`src/hdl/tuc_pkg.sv`:
```
// ----------------------------------------------------------------------------
// tuc_pkg: shared types and constants of the TAI/UTC converter
// Holds the leap-second list, the token that walks the cell row, and the
// elaboration-time helpers that turn a list entry into epoch thresholds.
// ----------------------------------------------------------------------------
package tuc_pkg;

  // Default number of table rows (cells in the row).
  localparam int TABLE_ENTRIES_DEF = 32;

  // Fixed leap-second list, newest first, ending with the end marker.
  localparam int LIST_LEN = 29;

  localparam logic [31:0] END_STAMP  = 32'hFFFF_FFFF;
  localparam logic [7:0]  END_OFFSET = 8'd11;

  localparam longint      SECS_1900_TO_1970 = 64'sd2208988800;
  localparam longint      NS_PER_SEC_S      = 64'sd1000000000;
  localparam logic [63:0] NS_PER_SEC        = 64'd1000000000;

  // Narrow forms used by the offset multiplier.
  localparam int          OFF_W   = 8;
  localparam int          NS_W    = 30;
  localparam int          PROD_W  = OFF_W + NS_W;
  localparam logic [NS_W-1:0] NS_PER_SEC_N = 30'd1000000000;

  localparam logic [31:0] LIST_STAMP [LIST_LEN] = '{
    32'd3692217600, 32'd3644697600, 32'd3550089600, 32'd3439756800, 32'd3345062400,
    32'd3124137600, 32'd3076704000, 32'd3029443200, 32'd2982009600, 32'd2950473600,
    32'd2918937600, 32'd2871676800, 32'd2840140800, 32'd2776982400, 32'd2698012800,
    32'd2634854400, 32'd2603318400, 32'd2571782400, 32'd2524521600, 32'd2492985600,
    32'd2461449600, 32'd2429913600, 32'd2398291200, 32'd2366755200, 32'd2335219200,
    32'd2303683200, 32'd2287785600, 32'd2272060800, 32'hFFFF_FFFF
  };

  localparam logic [7:0] LIST_OFF [LIST_LEN] = '{
    8'd37, 8'd36, 8'd35, 8'd34, 8'd33, 8'd32, 8'd31, 8'd30, 8'd29, 8'd28,
    8'd27, 8'd26, 8'd25, 8'd24, 8'd23, 8'd22, 8'd21, 8'd20, 8'd19, 8'd18,
    8'd17, 8'd16, 8'd15, 8'd14, 8'd13, 8'd12, 8'd11, 8'd10, 8'd11
  };

  // Query token handed from cell to cell.
  typedef struct packed {
    logic              utc;       // search on the UTC scale
    logic              later;     // pick the later copy of a repeated second
    logic [63:0]       t;         // time being looked up, in ns
    logic              found;     // offset row already found
    logic              rep;       // hit a repeated UTC second
    logic [OFF_W-1:0]  off;       // chosen offset in seconds
    logic              found_lp;  // leap row already found
    logic [1:0]        kind;      // leap kind of the TAI second
  } token_t;

  // Stamp of a table row; rows past the list or past the table are end markers.
  function automatic logic [31:0] entry_stamp(input int idx, input int entries);
    logic [31:0] val;
    val = END_STAMP;
    if (idx < entries && idx < LIST_LEN) val = LIST_STAMP[idx];
    return val;
  endfunction

  // Offset of a table row, with the same end-marker rule.
  function automatic logic [7:0] entry_off(input int idx, input int entries);
    logic [7:0] val;
    val = END_OFFSET;
    if (idx < entries && idx < LIST_LEN) val = LIST_OFF[idx];
    return val;
  endfunction

  // Start of a row's epoch in ns, on the TAI scale or shifted to the UTC scale.
  function automatic logic [63:0] epoch_ns(input logic [31:0] stamp,
                                           input logic [7:0]  off,
                                           input logic [7:0]  next_off,
                                           input logic        utc_side);
    longint sec;
    sec = $signed({32'd0, stamp}) - SECS_1900_TO_1970 + $signed({56'd0, off});
    if (next_off < off) sec = sec - 64'sd1;
    if (utc_side) sec = sec - $signed({56'd0, off});
    return 64'(sec * NS_PER_SEC_S);
  endfunction

  // Leap kind reported at the exact epoch second, kept to two bits.
  function automatic logic [1:0] leap_code(input logic [7:0] off,
                                           input logic [7:0] next_off);
    logic [7:0] d;
    d = off - next_off;
    return d[1:0];
  endfunction

endpackage

```
`src/hdl/tuc_if.sv`:
```
// ----------------------------------------------------------------------------
// tuc_if: request and result channels of the TAI/UTC converter
// Valid/ready channels; a transfer happens on a clock edge with both high.
// ----------------------------------------------------------------------------
interface tuc_in_if;
  logic        valid;
  logic        ready;
  logic        command;
  logic [63:0] time_in;
  logic        leap_later;

  modport source (output valid, command, time_in, leap_later, input ready);
  modport sink   (input valid, command, time_in, leap_later, output ready);
endinterface

interface tuc_out_if;
  logic              valid;
  logic              ready;
  logic [63:0]       time_out;
  logic              valid_res;
  logic signed [1:0] leap_kind;
  logic [6:0]        offset_seconds;

  modport source (output valid, time_out, valid_res, leap_kind, offset_seconds,
                  input ready);
  modport sink   (input valid, time_out, valid_res, leap_kind, offset_seconds,
                  output ready);
endinterface

```
`src/hdl/tuc_cell.sv`:
```
// ----------------------------------------------------------------------------
// tuc_cell: one row of the leap-second table
// Holds one table row as constants, tests the passing token against the
// row's epoch and hands the updated token to the next cell.
// ----------------------------------------------------------------------------
module tuc_cell #(
  parameter int INDEX         = 0,
  parameter int TABLE_ENTRIES = tuc_pkg::TABLE_ENTRIES_DEF
) (
  input  logic            clk,
  input  logic            rst_n,
  input  logic            tok_vld_i,
  input  tuc_pkg::token_t tok_i,
  output logic            tok_vld_o,
  output tuc_pkg::token_t tok_o
);

  // This row and the one after it.
  localparam logic [31:0] STAMP      = tuc_pkg::entry_stamp(INDEX, TABLE_ENTRIES);
  localparam logic [7:0]  OFF        = tuc_pkg::entry_off(INDEX, TABLE_ENTRIES);
  localparam logic [31:0] NEXT_STAMP = tuc_pkg::entry_stamp(INDEX + 1, TABLE_ENTRIES);
  localparam logic [7:0]  NEXT_OFF   = tuc_pkg::entry_off(INDEX + 1, TABLE_ENTRIES);

  localparam logic        IS_END   = (STAMP == tuc_pkg::END_STAMP);
  localparam logic        NEXT_END = (NEXT_STAMP == tuc_pkg::END_STAMP);
  localparam logic        POS_LEAP = (NEXT_OFF < OFF);
  localparam logic [1:0]  LEAP_K   = tuc_pkg::leap_code(OFF, NEXT_OFF);
  localparam logic [63:0] TAI_NS   = tuc_pkg::epoch_ns(STAMP, OFF, NEXT_OFF, 1'b0);
  localparam logic [63:0] UTC_NS   = tuc_pkg::epoch_ns(STAMP, OFF, NEXT_OFF, 1'b1);

  logic [63:0]     ref_ns;
  logic [63:0]     diff;
  logic            ge;
  logic            eq;
  tuc_pkg::token_t tok_nxt;
  logic            vld_r;
  tuc_pkg::token_t tok_r;

  // Compare the token time with this row's epoch start on its scale.
  always_comb begin
    ref_ns = tok_i.utc ? UTC_NS : TAI_NS;
    ge     = IS_END | (tok_i.t >= ref_ns);
    diff   = tok_i.t - ref_ns;
    eq     = ~IS_END & ge & (diff < tuc_pkg::NS_PER_SEC);
  end

  // The first matching row settles the offset, and on the TAI scale the leap kind.
  always_comb begin
    tok_nxt = tok_i;
    if (!tok_i.found && (ge || NEXT_END)) begin
      tok_nxt.found = 1'b1;
      if (tok_i.utc && eq && POS_LEAP) begin
        tok_nxt.rep = 1'b1;
        tok_nxt.off = tok_i.later ? OFF : NEXT_OFF;
      end else begin
        tok_nxt.rep = 1'b0;
        tok_nxt.off = OFF;
      end
    end
    if (!tok_i.utc && !tok_i.found_lp && ge) begin
      tok_nxt.found_lp = 1'b1;
      tok_nxt.kind     = eq ? LEAP_K : 2'b00;
    end
  end

  // Token valid bit.
  always_ff @(posedge clk) begin
    if (!rst_n) begin
      vld_r <= 1'b0;
    end else begin
      vld_r <= tok_vld_i;
    end
  end

  // Token payload.
  always_ff @(posedge clk) begin
    if (tok_vld_i) begin
      tok_r <= tok_nxt;
    end
  end

  assign tok_vld_o = vld_r;
  assign tok_o     = tok_r;

endmodule

```
`src/hdl/tuc_ctrl.sv`:
```
// ----------------------------------------------------------------------------
// tuc_ctrl: request sequencer of the TAI/UTC converter
// Launches tokens into the cell row, applies the found offset, runs the
// round-trip check for UTC input and holds the result register.
// ----------------------------------------------------------------------------
module tuc_ctrl (
  input  logic            clk,
  input  logic            rst_n,
  tuc_in_if.sink          in_chan,
  tuc_out_if.source       out_chan,
  output logic            launch_vld_o,
  output tuc_pkg::token_t launch_o,
  input  logic            ret_vld_i,
  input  tuc_pkg::token_t ret_i
);

  typedef enum logic [5:0] {
    ST_IDLE  = 6'b000001,
    ST_WALK  = 6'b000010,
    ST_ADD   = 6'b000100,
    ST_WALK2 = 6'b001000,
    ST_CMP   = 6'b010000,
    ST_HOLD  = 6'b100000
  } state_t;

  state_t                         state_r;
  state_t                         state_nxt;
  logic                           hold_load;
  logic [63:0]                    t_r;
  logic                           cmd_r;
  logic [tuc_pkg::OFF_W-1:0]      o_r;
  logic [1:0]                     kind_r;
  logic                           rep_r;
  logic [tuc_pkg::PROD_W-1:0]     prod_r;
  logic [tuc_pkg::PROD_W-1:0]     mul;
  logic [63:0]                    prod_ext;
  logic [63:0]                    sum;
  logic [63:0]                    dif;
  logic [63:0]                    res_r;
  logic                           ok_r;
  logic                           out_vld_r;
  logic [63:0]                    out_time_r;
  logic                           out_ok_r;
  logic [1:0]                     out_kind_r;
  logic [6:0]                     out_offs_r;

  // Offset in seconds times one second in ns, from the returning token.
  assign mul = {{tuc_pkg::NS_W{1'b0}}, ret_i.off}
             * {{tuc_pkg::OFF_W{1'b0}}, tuc_pkg::NS_PER_SEC_N};
  assign prod_ext = {{(64 - tuc_pkg::PROD_W){1'b0}}, prod_r};
  assign sum      = t_r + prod_ext;
  assign dif      = t_r - prod_ext;

  // New requests enter the row from idle; the round-trip check enters after the add.
  always_comb begin
    launch_vld_o      = (state_r == ST_IDLE && in_chan.valid)
                      || (state_r == ST_ADD && cmd_r && !rep_r);
    launch_o          = '0;
    launch_o.utc      = (state_r == ST_IDLE) ? in_chan.command : 1'b0;
    launch_o.later    = in_chan.leap_later;
    launch_o.t        = (state_r == ST_IDLE) ? in_chan.time_in : sum;
  end

  assign in_chan.ready = (state_r == ST_IDLE);

  // Sequencer.
  always_comb begin
    state_nxt = state_r;
    hold_load = 1'b0;
    unique case (state_r)
      ST_IDLE:  if (in_chan.valid) state_nxt = ST_WALK;
      ST_WALK:  if (ret_vld_i) state_nxt = ST_ADD;
      ST_ADD: begin
        if (cmd_r && !rep_r) state_nxt = ST_WALK2;
        else                 state_nxt = ST_HOLD;
      end
      ST_WALK2: if (ret_vld_i) state_nxt = ST_CMP;
      ST_CMP:   state_nxt = ST_HOLD;
      ST_HOLD: begin
        if (!out_vld_r || out_chan.ready) begin
          state_nxt = ST_IDLE;
          hold_load = 1'b1;
        end
      end
      default:  state_nxt = ST_IDLE;
    endcase
  end

  always_ff @(posedge clk) begin
    if (!rst_n) begin
      state_r <= ST_IDLE;
    end else begin
      state_r <= state_nxt;
    end
  end

  // Working registers of the request in progress.
  always_ff @(posedge clk) begin
    unique case (state_r)
      ST_IDLE: begin
        if (in_chan.valid) begin
          t_r   <= in_chan.time_in;
          cmd_r <= in_chan.command;
        end
      end
      ST_WALK: begin
        if (ret_vld_i) begin
          o_r    <= ret_i.off;
          kind_r <= ret_i.kind;
          rep_r  <= ret_i.rep;
          prod_r <= mul;
        end
      end
      ST_ADD: begin
        ok_r  <= 1'b1;
        res_r <= cmd_r ? sum : dif;
      end
      ST_WALK2: begin
        if (ret_vld_i) prod_r <= mul;
      end
      ST_CMP: begin
        // The candidate TAI time must map back to the same UTC time.
        ok_r <= ((res_r - prod_ext) == t_r);
      end
      default: ;
    endcase
  end

  // Result register; a failed UTC lookup reports zero time and offset.
  always_ff @(posedge clk) begin
    if (hold_load) begin
      out_time_r <= ok_r ? res_r : 64'd0;
      out_ok_r   <= ok_r;
      out_kind_r <= kind_r;
      out_offs_r <= ok_r ? o_r[6:0] : 7'd0;
    end
  end

  always_ff @(posedge clk) begin
    if (!rst_n) begin
      out_vld_r <= 1'b0;
    end else if (hold_load) begin
      out_vld_r <= 1'b1;
    end else if (out_chan.ready) begin
      out_vld_r <= 1'b0;
    end
  end

  assign out_chan.valid          = out_vld_r;
  assign out_chan.time_out       = out_time_r;
  assign out_chan.valid_res      = out_ok_r;
  assign out_chan.leap_kind      = $signed(out_kind_r);
  assign out_chan.offset_seconds = out_offs_r;

endmodule

```
`src/hdl/tai_utc_leap_second_convert_unit.sv`:
```
// ----------------------------------------------------------------------------
// tai_utc_leap_second_convert_unit: TAI/UTC timestamp converter
// Converts 64-bit ns timestamps between TAI and UTC with a built-in
// leap-second table held in a row of cells.
// ----------------------------------------------------------------------------
// Usage:
//   in_chan carries command (0 = TAI to UTC, 1 = UTC to TAI), time_in and
//   leap_later. out_chan returns time_out, valid_res, leap_kind and
//   offset_seconds, one result per request, in order.
//   A request token walks the row of TABLE_ENTRIES cells, one cell per
//   cycle, and the first matching row sets the offset.
//   TAI to UTC, and UTC input that lands in a repeated second: one walk of
//   the row, then the add, then the result register.
//   Other UTC input walks the row a second time to check the round trip
//   before the result register is loaded.
//   One request is in work at a time; a new one is taken only once the
//   last has moved on into the result register.
//   The result register frees the input side: a request is taken while the
//   previous result still waits. If out_chan stalls, the finished result
//   waits inside and in_chan stays not ready until it moves on.
//   Reset empties the row and the result register; the table rows are
//   constants and need no fill after reset.
// ----------------------------------------------------------------------------
module tai_utc_leap_second_convert_unit #(
  parameter int TABLE_ENTRIES = tuc_pkg::TABLE_ENTRIES_DEF
) (
  input  logic      clk,
  input  logic      rst_n,
  tuc_in_if.sink    in_chan,
  tuc_out_if.source out_chan
);

  logic [TABLE_ENTRIES:0] tok_vld;
  tuc_pkg::token_t        tok [TABLE_ENTRIES+1];

  // Sequencer and result register.
  tuc_ctrl u_ctrl (
    .clk          (clk),
    .rst_n        (rst_n),
    .in_chan      (in_chan),
    .out_chan     (out_chan),
    .launch_vld_o (tok_vld[0]),
    .launch_o     (tok[0]),
    .ret_vld_i    (tok_vld[TABLE_ENTRIES]),
    .ret_i        (tok[TABLE_ENTRIES])
  );

  // Row of table cells, newest entry first.
  for (genvar k = 0; k < TABLE_ENTRIES; k++) begin : g_cell
    tuc_cell #(
      .INDEX         (k),
      .TABLE_ENTRIES (TABLE_ENTRIES)
    ) u_cell (
      .clk       (clk),
      .rst_n     (rst_n),
      .tok_vld_i (tok_vld[k]),
      .tok_i     (tok[k]),
      .tok_vld_o (tok_vld[k+1]),
      .tok_o     (tok[k+1])
    );
  end

endmodule

```
`src/flat_wrapper.sv`:
```
// flat-port wrapper written by rule: the top's interface ports become plain ports
module tai_utc_leap_second_convert_unit_flat 
#(
  parameter int TABLE_ENTRIES = tuc_pkg::TABLE_ENTRIES_DEF
)
  (clk, rst_n, in_chan_valid, in_chan_command, in_chan_time_in, in_chan_leap_later, in_chan_ready, out_chan_valid, out_chan_time_out, out_chan_valid_res, out_chan_leap_kind, out_chan_offset_seconds, out_chan_ready);
  tuc_in_if in_chan_i ();
  tuc_out_if out_chan_i ();
  input  logic clk;
  input  logic rst_n;
  input wire logic [$bits(in_chan_i.valid)-1:0] in_chan_valid;
  input wire logic [$bits(in_chan_i.command)-1:0] in_chan_command;
  input wire logic [$bits(in_chan_i.time_in)-1:0] in_chan_time_in;
  input wire logic [$bits(in_chan_i.leap_later)-1:0] in_chan_leap_later;
  output wire logic [$bits(in_chan_i.ready)-1:0] in_chan_ready;
  output wire logic [$bits(out_chan_i.valid)-1:0] out_chan_valid;
  output wire logic [$bits(out_chan_i.time_out)-1:0] out_chan_time_out;
  output wire logic [$bits(out_chan_i.valid_res)-1:0] out_chan_valid_res;
  output wire logic [$bits(out_chan_i.leap_kind)-1:0] out_chan_leap_kind;
  output wire logic [$bits(out_chan_i.offset_seconds)-1:0] out_chan_offset_seconds;
  input wire logic [$bits(out_chan_i.ready)-1:0] out_chan_ready;
  assign in_chan_i.valid = in_chan_valid;
  assign in_chan_i.command = in_chan_command;
  assign in_chan_i.time_in = in_chan_time_in;
  assign in_chan_i.leap_later = in_chan_leap_later;
  assign in_chan_ready = in_chan_i.ready;
  assign out_chan_valid = out_chan_i.valid;
  assign out_chan_time_out = out_chan_i.time_out;
  assign out_chan_valid_res = out_chan_i.valid_res;
  assign out_chan_leap_kind = out_chan_i.leap_kind;
  assign out_chan_offset_seconds = out_chan_i.offset_seconds;
  assign out_chan_i.ready = out_chan_ready;
  tai_utc_leap_second_convert_unit #(.TABLE_ENTRIES(TABLE_ENTRIES)) u_core (.clk(clk), .rst_n(rst_n), .in_chan(in_chan_i), .out_chan(out_chan_i));
endmodule
```
`config.mk`:
```
export PLATFORM = sky130hd
export DESIGN_NAME = tai_utc_leap_second_convert_unit_flat
export DESIGN_NICKNAME = d
export VERILOG_FILES = /design/src/hdl/tuc_pkg.sv /design/src/hdl/tuc_if.sv /design/src/hdl/tuc_cell.sv /design/src/hdl/tuc_ctrl.sv /design/src/hdl/tai_utc_leap_second_convert_unit.sv /design/src/flat_wrapper.sv
export SDC_FILE = /design/constraint.sdc
export NUM_CORES = 2
export LEC_CHECK = 0
export BUFFER_PORTS_ARGS = -buffer_cell sky130_fd_sc_hd__buf_2
export CAP_MARGIN = 5
export CORE_ASPECT_RATIO = 1.5
export CORE_MARGIN = 8
export CORE_UTILIZATION = 55
export CTS_BUF_LIST = sky130_fd_sc_hd__clkbuf_16
export CTS_CLUSTER_DIAMETER = 60
export DETAILED_ROUTE_END_ITERATION = 16
export GPL_TIMING_DRIVEN = 0
export PLACE_DENSITY = 0.77
export SLEW_MARGIN = 20
export SYNTH_ARGS = -nofsm -noshare
export SYNTH_HDL_FRONTEND = slang
export SYNTH_SLANG_ARGS = --single-unit
```
`constraint.sdc`:
```
create_clock -name clk -period 6.7 [get_ports clk]
set_input_delay 0.335 -clock clk [delete_from_list [all_inputs] [get_ports clk]]
set_output_delay 0.335 -clock clk [all_outputs]
set_load 0.05 [all_outputs]
```
==> out/qor.csv <==
metric;value;unit
outcome;complete, no violations;
irDropWorstVdd;0.000284;V
whs;0.158;ns
syn-instance-count;13160;
multi_input_area;65900;um^2
finClkSkew;0.0860;ns
final_common_cell;edfxtp_1;
r2r_setup_slack;0.15;ns
synth_edf_count;2324;
critical_path_arrival;7.21;ns
first_iter_violations;9515;
via_count;111053;
min_path_cells;2;
cts_tree;yes;
finalHoldViolations;0;
grt_pass1_vias;107622;
max_stage_delay;0.53;ns
numPortBuffers;143;
area_growth;10.9;%
cts.sinks;2363;
min_period;6.55;ns
synth_area;139000;um^2
timing.final.crit_share;0.978;
r2r_start;u_core.u_ctrl.prod_r[22];
reg2reg_to;u_core.g_cell[0].u_cell.tok_o[3];
finalWeightedCongestion;1.03;
power;32.7;mW
first_pass_iters;7;
antenna_found_initial;3;
async_reset_ff_frac;0;
ant_nets;0;
p_leak;53.6;nW
worstHoldStart;in_chan_time_in[0];
cts_made_buffers;232;
powerDensity;212;nW/um^2
timing.fmax;0.153;GHz
coreArea;252000;um^2
cp_max_fo;10;
worstRegToRegCells;26;
endpoint;u_core.g_cell[0].u_cell.tok_o[3];
crit_type;reg -> reg;
setup_viol;0;
htree_num_levels;4;
routed_wl;406000;um
clk_pin_slew;0.07;ns
layout.nets;14364;
drc;0;
die_w;427;um
layout_common_cells;edfxtp_1 (2324), nand2_1 (1049), nor2_1 (976);
grt_max_degree;65;
dieArea;270000;um^2
dieHeight;632;um
critPathLaunch;u_core.u_ctrl.prod_r[22];
fillers;20389;
startpoint_type;flop;
io_pins;146;
worst_path_max_delay_cell;or4_1;
vias_per_cell;6.47;
wl_per_cell;23.7;um
synth_cell_types;120;
synth_seq_cells;2363;
syn_nets;13855;
drive_above_1_share;0.0725;
overflow;0;
dp_hpwl;312000;um
cp-end-kind;flop;
rows;226;
relSlewSlack;0.155;
ctsRootBufferMaster;clkbuf_16;
grtUsageTotal;0.290;
cts_max_path_buffers;4;
grt_first_pass_wirelength;618000;um
hold_path.class;in -> reg;
cp_common_cell;nand2_1;
initial_core_util;0.552;
synth_ff_type;edfxtp_1;
drv_slew;0;
drv_cap;0;
tightest_slew;1.26;ns
clk-insertion-delay-late;0.94;ns
regArea;70700;um^2
ys_warn_count;0;
critPathRequiredTime;7.36;ns
syn_area_per_cell;10.6;um^2
synth-seq-area-share;0.507;
-- cells in the mapped netlist, types with 206 or more instances --
cell type / count / share of area
edfxtp_1: 2324 / 0.50
nand4_1: 219 / 0.0099
nor2b_1: 206 / 0.0093
xnor2_1: 399 / 0.025
nor2_1: 980 / 0.026
ha_1: 582 / 0.052
nand3_1: 373 / 0.013
o21ai_0: 831 / 0.030
and2_1: 231 / 0.010
nor3_1: 397 / 0.014
nand2_1: 1051 / 0.028
nand2b_1: 246 / 0.011
clkbuf_1: 217 / 0.0059
a21o_1: 244 / 0.013
nor4_1: 213 / 0.0096
xor2_1: 215 / 0.014
a21oi_1: 826 / 0.030
inv_1: 579 / 0.016
-- flip-flops by register name, indices dropped and copies added (netlist names), 28 cells and up --
register and flops:
u_core.u_ctrl.prod_r 28, u_core.u_ctrl.out_chan.time_out 64, u_core.u_ctrl.res_r 64, u_core.g_cell.u_cell.tok_o 2084, u_core.g_cell.u_cell.tok_vld_o 32, u_core.u_ctrl.t_r 64
-- what timing repair did --
item,CTS,global route
buffers inserted,12,29
resized for setup,67,96
hold endpoints to repair,116,0
endpoints found under the setup margin,15,25
pin swaps,4,10
cloned,0,0
hold buffers,70,0
-- where the power goes --
| group | internal, mW | leakage, nW | switching, mW | total (mW) |
|---|---|---|---|---|
| sequential | 16.3 | 21.1 | 0.209 | 16.5 |
| combinational | 1.01 | 28.6 | 1.78 | 2.78 |
| clock | 7.69 | 3.88 | 5.74 | 13.4 |
| total | 25.0 | 53.6 | 7.73 | 32.7 |
-- kinds of logic after synthesis --
logic type / share of synthesized area
adder cells (fa/ha/maj): 0.0588
XOR/XNOR: 0.0387
buffers and inverters: 0.0229
other: 0.0000270
flip-flops: 0.507
AO/OA/AOI/OAI: 0.182
multiplexers: 0.0124
AND/OR/NAND/NOR: 0.178
-- stage by stage --
stage	setup WS, ns	area (um^2)	util	cells	TNS, ns
finish	0.148	154000	0.612	17161	0
global route	-0.0637	154000	0.612	17160	-0.0637
CTS	-0.000728	154000	0.610	17137	-0.000728
detailed placement	-3.63	145000	0.575	16642	-20.05
global placement	-3.98	144000	0.571	16609	-81.16
floorplan	0.0169	139000	-	13160	0
-- how the worst min path moves through the flow --
stage	slack [ns]	to
2_1_floorplan	0.40	u_core.g_cell[11].u_cell.tok_o[13]
3_3_place_gp	0.40	u_core.g_cell[5].u_cell.tok_o[16]
3_5_place_dp	0.40	u_core.g_cell[11].u_cell.tok_o[14]
4_1_cts	0.08	u_core.u_ctrl.t_r[0]
5_1_grt	0.14	u_core.u_ctrl.t_r[3]
6_report	0.16	u_core.u_ctrl.t_r[0]
-- worst max-delay path: cells and delay by family, from the launching register on --
family	cells	cell delay (ns)
compound gates	11	2.68
mux	1	0.13
flops	1	0.43
xor+xnor	1	0.14
buf+inv	3	0.57
simple gates	8	1.69
fa+ha+maj	2	0.70
-- metal layers --
metal	GRT usage	routed length (um)	vias to the layer above
li1	-	-	51949
met1	0.315	143000	53199
met2	0.523	206000	4492
met3	0.0366	23000	1413
met4	0.202	34400	0
met5	0	0	-
-- cell type report --
cell class | count | area share
Multi-Input combinational cell | 9961 | 0.427
Inverter | 580 | 0.0142
Clock inverter | 183 | 0.0121
Clock buffer | 235 | 0.0381
Sequential cell | 2363 | 0.458
Buffer | 244 | 0.00671
Antenna cell | 2 | 0.0000324
Tap cell | 3306 | 0.0268
Timing Repair Buffer | 287 | 0.0167
No activity file was read; power rests on OpenSTA's default activity.
